[src/design/atq_pkg.sv]
// Shared types, command codes and constants of the alarm timer queue.
package atq_pkg;

	localparam logic [2:0] KIND_ARM    = 3'd0;
	localparam logic [2:0] KIND_DISARM = 3'd1;
	localparam logic [2:0] KIND_ADD    = 3'd2;
	localparam logic [2:0] KIND_SUB    = 3'd3;
	localparam logic [2:0] KIND_UPDATE = 3'd4;

	localparam int          MAX_FIRE   = 32;
	localparam int          FIRE_CNT_W = 6;
	localparam logic [31:0] TICK_MAX   = 32'hFFFF_FFFF;

	typedef struct packed {
		logic [2:0]  kind;
		logic [2:0]  owner;
		logic [1:0]  alarm_number;
		logic [31:0] amount;
		logic [31:0] now;
	} in_item_t;

	typedef struct packed {
		logic [2:0]  fired_owner;
		logic [1:0]  fired_alarm;
		logic [31:0] fired_deadline;
		logic        last;
	} out_item_t;

	typedef enum logic [2:0] {
		ST_IDLE,
		ST_DISPATCH,
		ST_SHIFT,
		ST_SCAN,
		ST_DRAIN,
		ST_PASS_END,
		ST_FINAL
	} state_t;

	typedef struct packed {
		logic load;
		logic arm_wr;
		logic disarm;
		logic shift_rd;
		logic shift_wr;
		logic scan_init;
		logic scan_rd;
		logic fire;
		logic emit;
		logic emit_last;
	} cmd_t;

	typedef struct packed {
		logic [2:0] kind;
		logic       addr_ok;
		logic       slot_armed;
		logic       scan_last;
		logic       best_valid;
		logic       fire_at_limit;
		logic       pend_valid;
	} status_t;

endpackage

[src/design/atq_ctrl.sv]
// Controller state machine of the alarm timer queue.
module atq_ctrl (
	input  logic            clk,
	input  logic            arst_n,
	input  logic            start,
	input  atq_pkg::status_t status,
	output atq_pkg::cmd_t   cmd,
	output logic            busy
);
	import atq_pkg::*;

	state_t state_q;
	state_t state_nxt;

	always_ff @(posedge clk or negedge arst_n) begin
		if (!arst_n) begin
			state_q <= ST_IDLE;
		end else begin
			state_q <= state_nxt;
		end
	end

	always_comb begin
		state_nxt = state_q;
		cmd       = '0;
		busy      = (state_q != ST_IDLE);
		unique case (state_q)
			ST_IDLE: begin
				if (start) begin
					cmd.load  = 1'b1;
					state_nxt = ST_DISPATCH;
				end
			end
			ST_DISPATCH: begin
				state_nxt = ST_IDLE;
				unique case (status.kind)
					KIND_ARM: begin
						cmd.arm_wr = status.addr_ok;
					end
					KIND_DISARM: begin
						cmd.disarm = status.addr_ok;
					end
					KIND_ADD, KIND_SUB: begin
						if (status.addr_ok && status.slot_armed) begin
							cmd.shift_rd = 1'b1;
							state_nxt    = ST_SHIFT;
						end
					end
					KIND_UPDATE: begin
						cmd.scan_init = 1'b1;
						state_nxt     = ST_SCAN;
					end
					default: begin
						state_nxt = ST_IDLE;
					end
				endcase
			end
			ST_SHIFT: begin
				cmd.shift_wr = 1'b1;
				state_nxt    = ST_IDLE;
			end
			ST_SCAN: begin
				cmd.scan_rd = 1'b1;
				if (status.scan_last) begin
					state_nxt = ST_DRAIN;
				end
			end
			ST_DRAIN: begin
				state_nxt = ST_PASS_END;
			end
			ST_PASS_END: begin
				// previous winner goes out now; it is final if this pass found none
				cmd.emit      = status.pend_valid;
				cmd.emit_last = !status.best_valid;
				if (status.best_valid) begin
					cmd.fire = 1'b1;
					if (status.fire_at_limit) begin
						state_nxt = ST_FINAL;
					end else begin
						cmd.scan_init = 1'b1;
						state_nxt     = ST_SCAN;
					end
				end else begin
					state_nxt = ST_IDLE;
				end
			end
			ST_FINAL: begin
				cmd.emit      = 1'b1;
				cmd.emit_last = 1'b1;
				state_nxt     = ST_IDLE;
			end
			default: begin
				state_nxt = ST_IDLE;
			end
		endcase
	end

endmodule

[src/design/atq_dp.sv]
// Datapath of the alarm timer queue: slot memory, armed bits, scan and selection.
module atq_dp #(
	parameter int OWNERS           = 8,
	parameter int ALARMS_PER_OWNER = 4
) (
	input  logic              clk,
	input  logic              arst_n,
	input  atq_pkg::in_item_t item,
	input  atq_pkg::cmd_t     cmd,
	output atq_pkg::status_t  status,
	output logic              fired,
	output atq_pkg::out_item_t result
);
	import atq_pkg::*;

	localparam int SLOTS  = OWNERS * ALARMS_PER_OWNER;
	localparam int SLOT_W = (SLOTS > 1) ? $clog2(SLOTS) : 1;
	localparam int OWN_W  = (OWNERS > 1) ? $clog2(OWNERS) : 1;
	localparam int ALM_W  = (ALARMS_PER_OWNER > 1) ? $clog2(ALARMS_PER_OWNER) : 1;

	function automatic logic [SLOT_W-1:0] slot_of(input logic [OWN_W-1:0] o,
	                                              input logic [ALM_W-1:0] a);
		return SLOT_W'(int'(o) * ALARMS_PER_OWNER + int'(a));
	endfunction

	// captured item
	in_item_t          item_q;
	logic [SLOT_W-1:0] slot;
	logic              addr_ok;

	// slot memory: {deadline, stamp}
	logic [63:0]       mem_q [SLOTS];
	logic [63:0]       rd_data_q;
	logic [63:0]       mem_wdata;
	logic              mem_we;
	logic              mem_re;
	logic [SLOT_W-1:0] rd_addr;
	logic [31:0]       rd_dl;
	logic [31:0]       rd_stamp;

	logic [SLOTS-1:0]  armed_q;
	logic [31:0]       counter_q;

	// saturating shift arithmetic
	logic [31:0]       add_a;
	logic [32:0]       add_sum;
	logic [31:0]       add_sat;
	logic [31:0]       sub_sat;
	logic [31:0]       new_dl;

	// scan
	logic [OWN_W-1:0]  scan_own_q;
	logic [ALM_W-1:0]  scan_alm_q;
	logic              scan_last;
	logic              rd_vld_s1;
	logic [OWN_W-1:0]  own_s1;
	logic [ALM_W-1:0]  alm_s1;
	logic [31:0]       age;
	logic              cand;
	logic              better;

	logic              best_vld_q;
	logic [OWN_W-1:0]  best_own_q;
	logic [ALM_W-1:0]  best_alm_q;
	logic [31:0]       best_dl_q;
	logic [31:0]       best_age_q;

	logic              pend_vld_q;
	logic [OWN_W-1:0]  pend_own_q;
	logic [ALM_W-1:0]  pend_alm_q;
	logic [31:0]       pend_dl_q;
	logic [FIRE_CNT_W-1:0] fire_cnt_q;

	logic              fired_q;
	out_item_t         result_q;

	always_ff @(posedge clk) begin
		if (cmd.load) begin
			item_q <= item;
		end
	end

	assign addr_ok = (int'(item_q.owner) < OWNERS) &&
	                 (int'(item_q.alarm_number) < ALARMS_PER_OWNER);
	assign slot    = slot_of(OWN_W'(item_q.owner), ALM_W'(item_q.alarm_number));

	// one adder serves arm (now + delay) and add time (deadline + amount)
	assign rd_dl    = rd_data_q[63:32];
	assign rd_stamp = rd_data_q[31:0];
	assign add_a    = cmd.arm_wr ? item_q.now : rd_dl;
	assign add_sum  = {1'b0, add_a} + {1'b0, item_q.amount};
	assign add_sat  = add_sum[32] ? TICK_MAX : add_sum[31:0];
	assign sub_sat  = (item_q.amount > rd_dl) ? 32'd0 : (rd_dl - item_q.amount);
	assign new_dl   = (cmd.shift_wr && (item_q.kind == KIND_SUB)) ? sub_sat : add_sat;

	assign mem_we    = cmd.arm_wr || cmd.shift_wr;
	assign mem_wdata = {new_dl, counter_q};
	assign mem_re    = cmd.scan_rd || cmd.shift_rd;
	assign rd_addr   = cmd.scan_rd ? slot_of(scan_own_q, scan_alm_q) : slot;

	always_ff @(posedge clk) begin
		if (mem_we) begin
			mem_q[slot] <= mem_wdata;
		end
		if (mem_re) begin
			rd_data_q <= mem_q[rd_addr];
		end
	end

	always_ff @(posedge clk or negedge arst_n) begin
		if (!arst_n) begin
			armed_q   <= '0;
			counter_q <= '0;
		end else begin
			if (mem_we) begin
				counter_q <= counter_q + 32'd1;
			end
			if (cmd.arm_wr) begin
				armed_q[slot] <= 1'b1;
			end else if (cmd.disarm) begin
				armed_q[slot] <= 1'b0;
			end else if (cmd.fire) begin
				armed_q[slot_of(best_own_q, best_alm_q)] <= 1'b0;
			end
		end
	end

	// scan counters walk alarm number inside owner
	assign scan_last = (scan_own_q == OWN_W'(OWNERS - 1)) &&
	                   (scan_alm_q == ALM_W'(ALARMS_PER_OWNER - 1));

	always_ff @(posedge clk or negedge arst_n) begin
		if (!arst_n) begin
			scan_own_q <= '0;
			scan_alm_q <= '0;
			rd_vld_s1  <= 1'b0;
		end else begin
			rd_vld_s1 <= cmd.scan_rd;
			if (cmd.scan_init) begin
				scan_own_q <= '0;
				scan_alm_q <= '0;
			end else if (cmd.scan_rd) begin
				if (scan_alm_q == ALM_W'(ALARMS_PER_OWNER - 1)) begin
					scan_alm_q <= '0;
					scan_own_q <= scan_own_q + OWN_W'(1);
				end else begin
					scan_alm_q <= scan_alm_q + ALM_W'(1);
				end
			end
		end
	end

	always_ff @(posedge clk) begin
		own_s1 <= scan_own_q;
		alm_s1 <= scan_alm_q;
	end

	// due and better than the running winner; older arming wins a tie
	assign age    = counter_q - rd_stamp;
	assign cand   = rd_vld_s1 && armed_q[slot_of(own_s1, alm_s1)] && (rd_dl < item_q.now);
	assign better = !best_vld_q || (rd_dl < best_dl_q) ||
	                ((rd_dl == best_dl_q) && (age > best_age_q));

	always_ff @(posedge clk or negedge arst_n) begin
		if (!arst_n) begin
			best_vld_q <= 1'b0;
		end else if (cmd.scan_init) begin
			best_vld_q <= 1'b0;
		end else if (cand && better) begin
			best_vld_q <= 1'b1;
		end
	end

	always_ff @(posedge clk) begin
		if (!cmd.scan_init && cand && better) begin
			best_own_q <= own_s1;
			best_alm_q <= alm_s1;
			best_dl_q  <= rd_dl;
			best_age_q <= age;
		end
	end

	always_ff @(posedge clk or negedge arst_n) begin
		if (!arst_n) begin
			pend_vld_q <= 1'b0;
			fire_cnt_q <= '0;
		end else if (cmd.load) begin
			pend_vld_q <= 1'b0;
			fire_cnt_q <= '0;
		end else if (cmd.fire) begin
			pend_vld_q <= 1'b1;
			fire_cnt_q <= fire_cnt_q + FIRE_CNT_W'(1);
		end
	end

	always_ff @(posedge clk) begin
		if (cmd.fire) begin
			pend_own_q <= best_own_q;
			pend_alm_q <= best_alm_q;
			pend_dl_q  <= best_dl_q;
		end
	end

	always_ff @(posedge clk or negedge arst_n) begin
		if (!arst_n) begin
			fired_q <= 1'b0;
		end else begin
			fired_q <= cmd.emit;
		end
	end

	always_ff @(posedge clk) begin
		if (cmd.emit) begin
			result_q.fired_owner    <= 3'(pend_own_q);
			result_q.fired_alarm    <= 2'(pend_alm_q);
			result_q.fired_deadline <= pend_dl_q;
			result_q.last           <= cmd.emit_last;
		end
	end

	assign fired  = fired_q;
	assign result = result_q;

	assign status.kind          = item_q.kind;
	assign status.addr_ok       = addr_ok;
	assign status.slot_armed    = armed_q[slot];
	assign status.scan_last     = scan_last;
	assign status.best_valid    = best_vld_q;
	assign status.fire_at_limit = (fire_cnt_q == FIRE_CNT_W'(MAX_FIRE - 1));
	assign status.pend_valid    = pend_vld_q;

endmodule

[src/design/alarm_timer_queue_core.sv]
// Top level of the alarm timer queue: controller and datapath.
//
// A table of one-shot alarms, one slot per owner and alarm number. A command
// transfers when start is high and busy is low. Arm and disarm keep busy high
// only in the dispatch state. Add and subtract time on an armed slot also pass
// a shift state (read, then write back the slot memory); on an idle one they
// end after dispatch. An update walks every slot through the single read port
// of the slot memory, one slot a cycle, and picks the earliest due alarm; each
// pass is the scan, a drain state and a pass-end state. Every fired alarm
// takes one pass, plus one last pass that finds nothing, unless the limit of
// 32 fires is hit, which ends the update through a final state instead. Each
// fired alarm is a one-cycle transfer on result, marked by fired; the receiver
// cannot stall, and the final one of an update carries last. The last result
// may appear in the cycle after busy falls. No clearing pass is needed after
// reset.
module alarm_timer_queue_core #(
	parameter int OWNERS           = 8,
	parameter int ALARMS_PER_OWNER = 4
) (
	input  logic               clk,
	input  logic               arst_n,
	input  logic               start,
	output logic               busy,
	input  atq_pkg::in_item_t  item,
	output logic               fired,
	output atq_pkg::out_item_t result
);
	import atq_pkg::*;

	cmd_t    cmd;
	status_t status;

	// sequencing: dispatch, read-modify-write and scan passes
	atq_ctrl u_ctrl (
		.clk    (clk),
		.arst_n (arst_n),
		.start  (start),
		.status (status),
		.cmd    (cmd),
		.busy   (busy)
	);

	// slot memory, armed bits, arming counter and the running minimum
	atq_dp #(
		.OWNERS           (OWNERS),
		.ALARMS_PER_OWNER (ALARMS_PER_OWNER)
	) u_dp (
		.clk    (clk),
		.arst_n (arst_n),
		.item   (item),
		.cmd    (cmd),
		.status (status),
		.fired  (fired),
		.result (result)
	);

endmodule

[config.mk]
export PLATFORM = sky130hd
export DESIGN_NAME = alarm_timer_queue_core
export DESIGN_NICKNAME = d
export VERILOG_FILES = /design/src/design/atq_pkg.sv /design/src/design/atq_ctrl.sv /design/src/design/atq_dp.sv /design/src/design/alarm_timer_queue_core.sv
export SDC_FILE = /design/constraint.sdc
export NUM_CORES = 2
export LEC_CHECK = 0
export BUFFER_PORTS_ARGS = -buffer_cell sky130_fd_sc_hd__buf_4
export CAP_MARGIN = 20
export CORE_MARGIN = 10
export CORE_UTILIZATION = 45
export DETAILED_ROUTE_END_ITERATION = 8
export PLACE_DENSITY_LB_ADDON = 0.2
export SKIP_CTS_REPAIR_TIMING = 1
export SLEW_MARGIN = 20
export SYNTH_ARGS = -nofsm -noshare
export SYNTH_HDL_FRONTEND = slang
export SYNTH_SLANG_ARGS = --single-unit
[constraint.sdc]
create_clock -name clk -period 11.65 [get_ports clk]
set_clock_uncertainty 0.05 [all_clocks]
set_input_delay 0 -clock clk [delete_from_list [all_inputs] [get_ports clk]]
set_output_delay 0 -clock clk [all_outputs]
set_load 0.03 [all_outputs]
==> flow_summary_export.csv <==
group,metric,value,unit
floorplan,rows,172,
critical_path,critical_path_class,"reg2reg",
route,drtIter0Drc,6026,
critical_path,cp_cell_sequence,"nor2_1 -> nand2_2 -> buf_4 -> mux2_2 -> ha_1 -> fa_1 -> a211oi_2 -> nor2_1 -> o41ai_4 -> o211a_1 -> o21ai_1 -> a41o_1 -> a31o_2 -> o21ai_0 -> nand2_1",
worst_hold_path,whs_path_depth,6,
global_routing,globalRouteOverflowTotal,0,
worst_hold_path,hold_path_startpoint,"start",
timing,period_needed,6370,ps
timing,setup_viol,0,
clock_network,cts.reportedPaths.clkPinSlew,60,ps
critical_path,critical_path.most_common_cell,"nor2_1",
finish,final_area,114000,sq um
synth,synth_ff_type,"edfxtp_1",
synth,syn_nets,5947,
global_routing,grt_use_total,0.216,
route,firstDrtPassIters,5,
clock_network,cts_max_level,4,
pwr,total_leakage_power,0.0368,uW
critical_path,regToRegSetupSlack,5280,ps
critical_path,crit_family,"compound AO/OA/AOI/OAI gates",
clock_network,root_buffer,"clkbuf_16",
synth,avgSynthCellArea,17.5,sq um
finish,finish.utilization,0.518,
placed_design,dpl-instance-area,104000,sq um
clock_network,numCtsBuffers,241,
global_routing,antenna_found_initial,4,
floorplan,start_util,0.452,
floorplan,coreArea,220000,sq um
route,via_per_inst,5.97,
route,drtAntennaViolNets,0,
critical_path,r2r_end,"u_dp.mem_q[12][33]",
synth,netlist_area,99300,sq um
critical_path,crit_required,11940,ps
critical_path,cp-end-kind,"flop",
global_routing,grt_max_degree,134,
worst_hold_path,min_to,"u_ctrl.state_q[0]",
placed_design,post-place-ws,5290,ps
timing,finalHoldViolCount,0,
pwr,irDropWorstVdd,0.143,mV
critical_path,max_stage_delay,660,ps
synth,synth_edf_count,2328,
placed_design,place.gp.congestion,0.855,
clock_network,cts.sinks,2415,
critical_path,reg2regPathDepth,15,
pwr,total_power,23500,uW
placed_design,io_buffers,114,
pwr,p_per_area,207,nW/um^2
critical_path,r2r-start,"u_ctrl.state_q[2]",
critical_path,crit_start,"u_ctrl.state_q[2]",
finish,layout-drive-gt1-share,0.196,
timing,worst_slack,5280,ps
clock_network,cts_tree,"done",
floorplan,dieArea,240000,sq um
timing,fin_setup_tns,0,ps
route,drt_wl_total,266000,um
synth,yosysSeqAreaShare,0.726,
global_routing,grt_pass1_vias,53300,
critical_path,crit_path_start_kind,"flop",
timing,min_period_over_period,0.546,
timing,tightest_slew,1150,ps
finish,fin_nets,6311,
floorplan,ioPinCount,115,
critical_path,cp_max_fo,95,
worst_hold_path,hp-class,"in2reg",
clock_network,cts_buffer_depth,3,
status,status,"finished clean",
synth,async_flop_share,0.0340,
clock_network,clock_latency,870,ps
timing,slew_headroom,0.236,
run,cap_violations,0,
synth,ys_warn_count,0,
synth,synth_cells,5674,
timing,slew_violations,0,
route,routedWlPerCell,29.2,um
global_routing,grt_pass1_wl,379000,um
synth,ys_seq_elements,2415,
synth,synth.distinct_cells,81,
finish,areaGrowthSynthToFinish,14.4,%
floorplan,fp.dieW,490,um
critical_path,arrival,6660,ps
critical_path,critical-path-slowest-cell,"buf_4",
timing,timing.fmax,157,MHz
route,remaining_drc_errors,0,
floorplan,die_h,490,um
critical_path,critical_path_buf_inv_count,1,
timing,rsz0062_at_grt,"false",
placed_design,hpwlAfterDp,134000,um
route,vias,54400,
==> routing by layer <==
metal / GRT usage / wire length [um]
met2: 0.348 / 126000
met5: 0 / 0
met3: 0.0354 / 21300
met1: 0.313 / 113000
met4: 0.0487 / 5400
==> how the worst max path moves through the flow <==
| stage | to | slack [ps] | cells past startpoint |
|---|---|---|---|
| 4_1_cts | u_dp.best_dl_q[11] | 5270 | 21 |
| 3_3_place_gp | u_dp.best_dl_q[9] | 5290 | 21 |
| 6_report | u_dp.mem_q[12][33] | 5280 | 15 |
| 5_1_grt | u_dp.mem_q[7][33] | 4980 | 15 |
| 2_1_floorplan | u_dp.best_age_q[0] | 2310 | 20 |
| 3_5_place_dp | u_dp.best_dl_q[10] | 5290 | 21 |
==> Yosys cell counts, types with 4 or more instances <==
cell type,number,area [sq um]
edfxtp_1,2328,69900
nand2_1,738,2770
mux4_2,530,11900
nand3_1,351,1760
o21ai_0,235,1180
ha_1,195,2440
inv_1,181,679
clkbuf_1,127,477
nor2_1,123,462
a21oi_1,107,536
a21o_1,85,638
dfrtp_1,82,2050
xnor2_1,68,596
buf_2,64,320
buf_4,50,375
xor2_1,44,385
nand4_1,35,219
o221ai_1,35,307
o21a_1,24,180
nand2b_1,20,125
nor2b_1,20,125
nor3_1,19,95.1
buf_1,18,67.6
o21bai_1,13,97.6
a211oi_1,12,90.1
and3_1,12,75.1
o211ai_1,8,60.1
or3_1,8,50.1
and2_1,7,43.8
a31oi_1,6,37.5
and4_1,6,52.6
mux2i_1,6,60.1
o31ai_1,6,45.0
dfxtp_1,5,100
nand3b_1,5,37.5
o31a_1,5,43.8
or2_2,5,31.3
a211o_1,4,35.0
a221oi_1,4,35.0
a22oi_1,4,30.0
nor3b_1,4,30.0
nor4_1,4,25.0
o21ai_1,4,20.0
==> final cells by class <==
type | instances | area [sq um]
tap | 2871 | 3590
multi-input combinational | 2816 | 26000
clock buffer | 294 | 6310
timing repair buffer | 381 | 3480
clock inverter | 157 | 1510
inverter | 183 | 687
fill | 17600 | 106000
antenna | 1 | 2.50
sequential | 2415 | 72100
==> power by group <==
group,switching [uW],internal [uW]
clock network,3300,4400
registers,209,10600
logic,3270,1670
total,6770,16700
==> logic make-up (layout without fill, tap and decap cells) <==
group,after synthesis,in the layout,share of synthesized area
DFF,2415,2415,0.726
muxes,538,538,0.121
adders and majority gates,198,198,0.0252
xor gates and xnor gates,112,112,0.00988
and+or+nand+nor,1373,1373,0.0610
other,0,1,0
AOI/OAI and AO/OA,595,595,0.0377
buffers and inverters,443,1015,0.0195
==> sequential cells by signal (all words and copies together) (netlist names), 2 cells and up <==
| register | cells |
|---|---|
| u_dp.scan_own_q | 3 |
| u_dp.scan_alm_q | 2 |
| u_dp.status | 3 |
| u_dp.best_dl_q | 32 |
| u_dp.best_alm_q | 2 |
| u_dp.pend_alm_q | 2 |
| u_dp.armed_q | 32 |
| u_dp.pend_dl_q | 32 |
| u_dp.rd_data_q | 64 |
| u_dp.own_s1 | 3 |
| u_dp.item_q | 69 |
| u_dp.result | 38 |
| u_dp.fire_cnt_q | 6 |
| u_dp.alm_s1 | 2 |
| u_dp.counter_q | 32 |
| u_dp.pend_own_q | 3 |
| u_dp.best_age_q | 32 |
| u_dp.mem_q | 2048 |
| u_ctrl.state_q | 3 |
| u_dp.best_own_q | 3 |
==> layout by cell type, fill, tap and decap left out, types with 17 or more instances in the layout <==
cell type / Yosys / layout
a21o_1: 85 / 85
a21oi_1: 107 / 107
buf_12: 0 / 17
buf_4: 50 / 213
bufinv_16: 0 / 25
clkbuf_1: 127 / 47
clkbuf_16: 0 / 243
clkinv_1: 2 / 62
clkinv_2: 0 / 45
dfrtp_1: 82 / 66
dlygate4sd3_1: 0 / 147
edfxtp_1: 2328 / 2328
ha_1: 195 / 195
inv_1: 181 / 181
mux4_2: 530 / 530
nand2_1: 738 / 734
nand2b_1: 20 / 20
nand3_1: 351 / 351
nand4_1: 35 / 35
nor2_1: 123 / 89
nor2_4: 1 / 35
nor2b_1: 20 / 19
nor3_1: 19 / 18
o21a_1: 24 / 24
o21ai_0: 235 / 213
o221ai_1: 35 / 34
xnor2_1: 68 / 68
xor2_1: 44 / 44
==> worst register-to-register path: cells and delay by family, from the launching register on <==
kind / cells / cell delay (ps)
and+or+nand+nor: 4 / 1040
buffers and inverters: 1 / 660
muxes: 1 / 480
AOI/OAI and AO/OA: 7 / 2390
adders and majority gates: 2 / 700
DFF: 1 / 540
==> per-stage QoR <==
stage,hold WS [ps],cells
after global routing,39.6,9118
after floorplan,-346,5674
after CTS,-884,8965
final,23.0,9118
after global placement,45.6,8512
after detailed placement,51.1,8514
(Power assumes the default switching activity.)
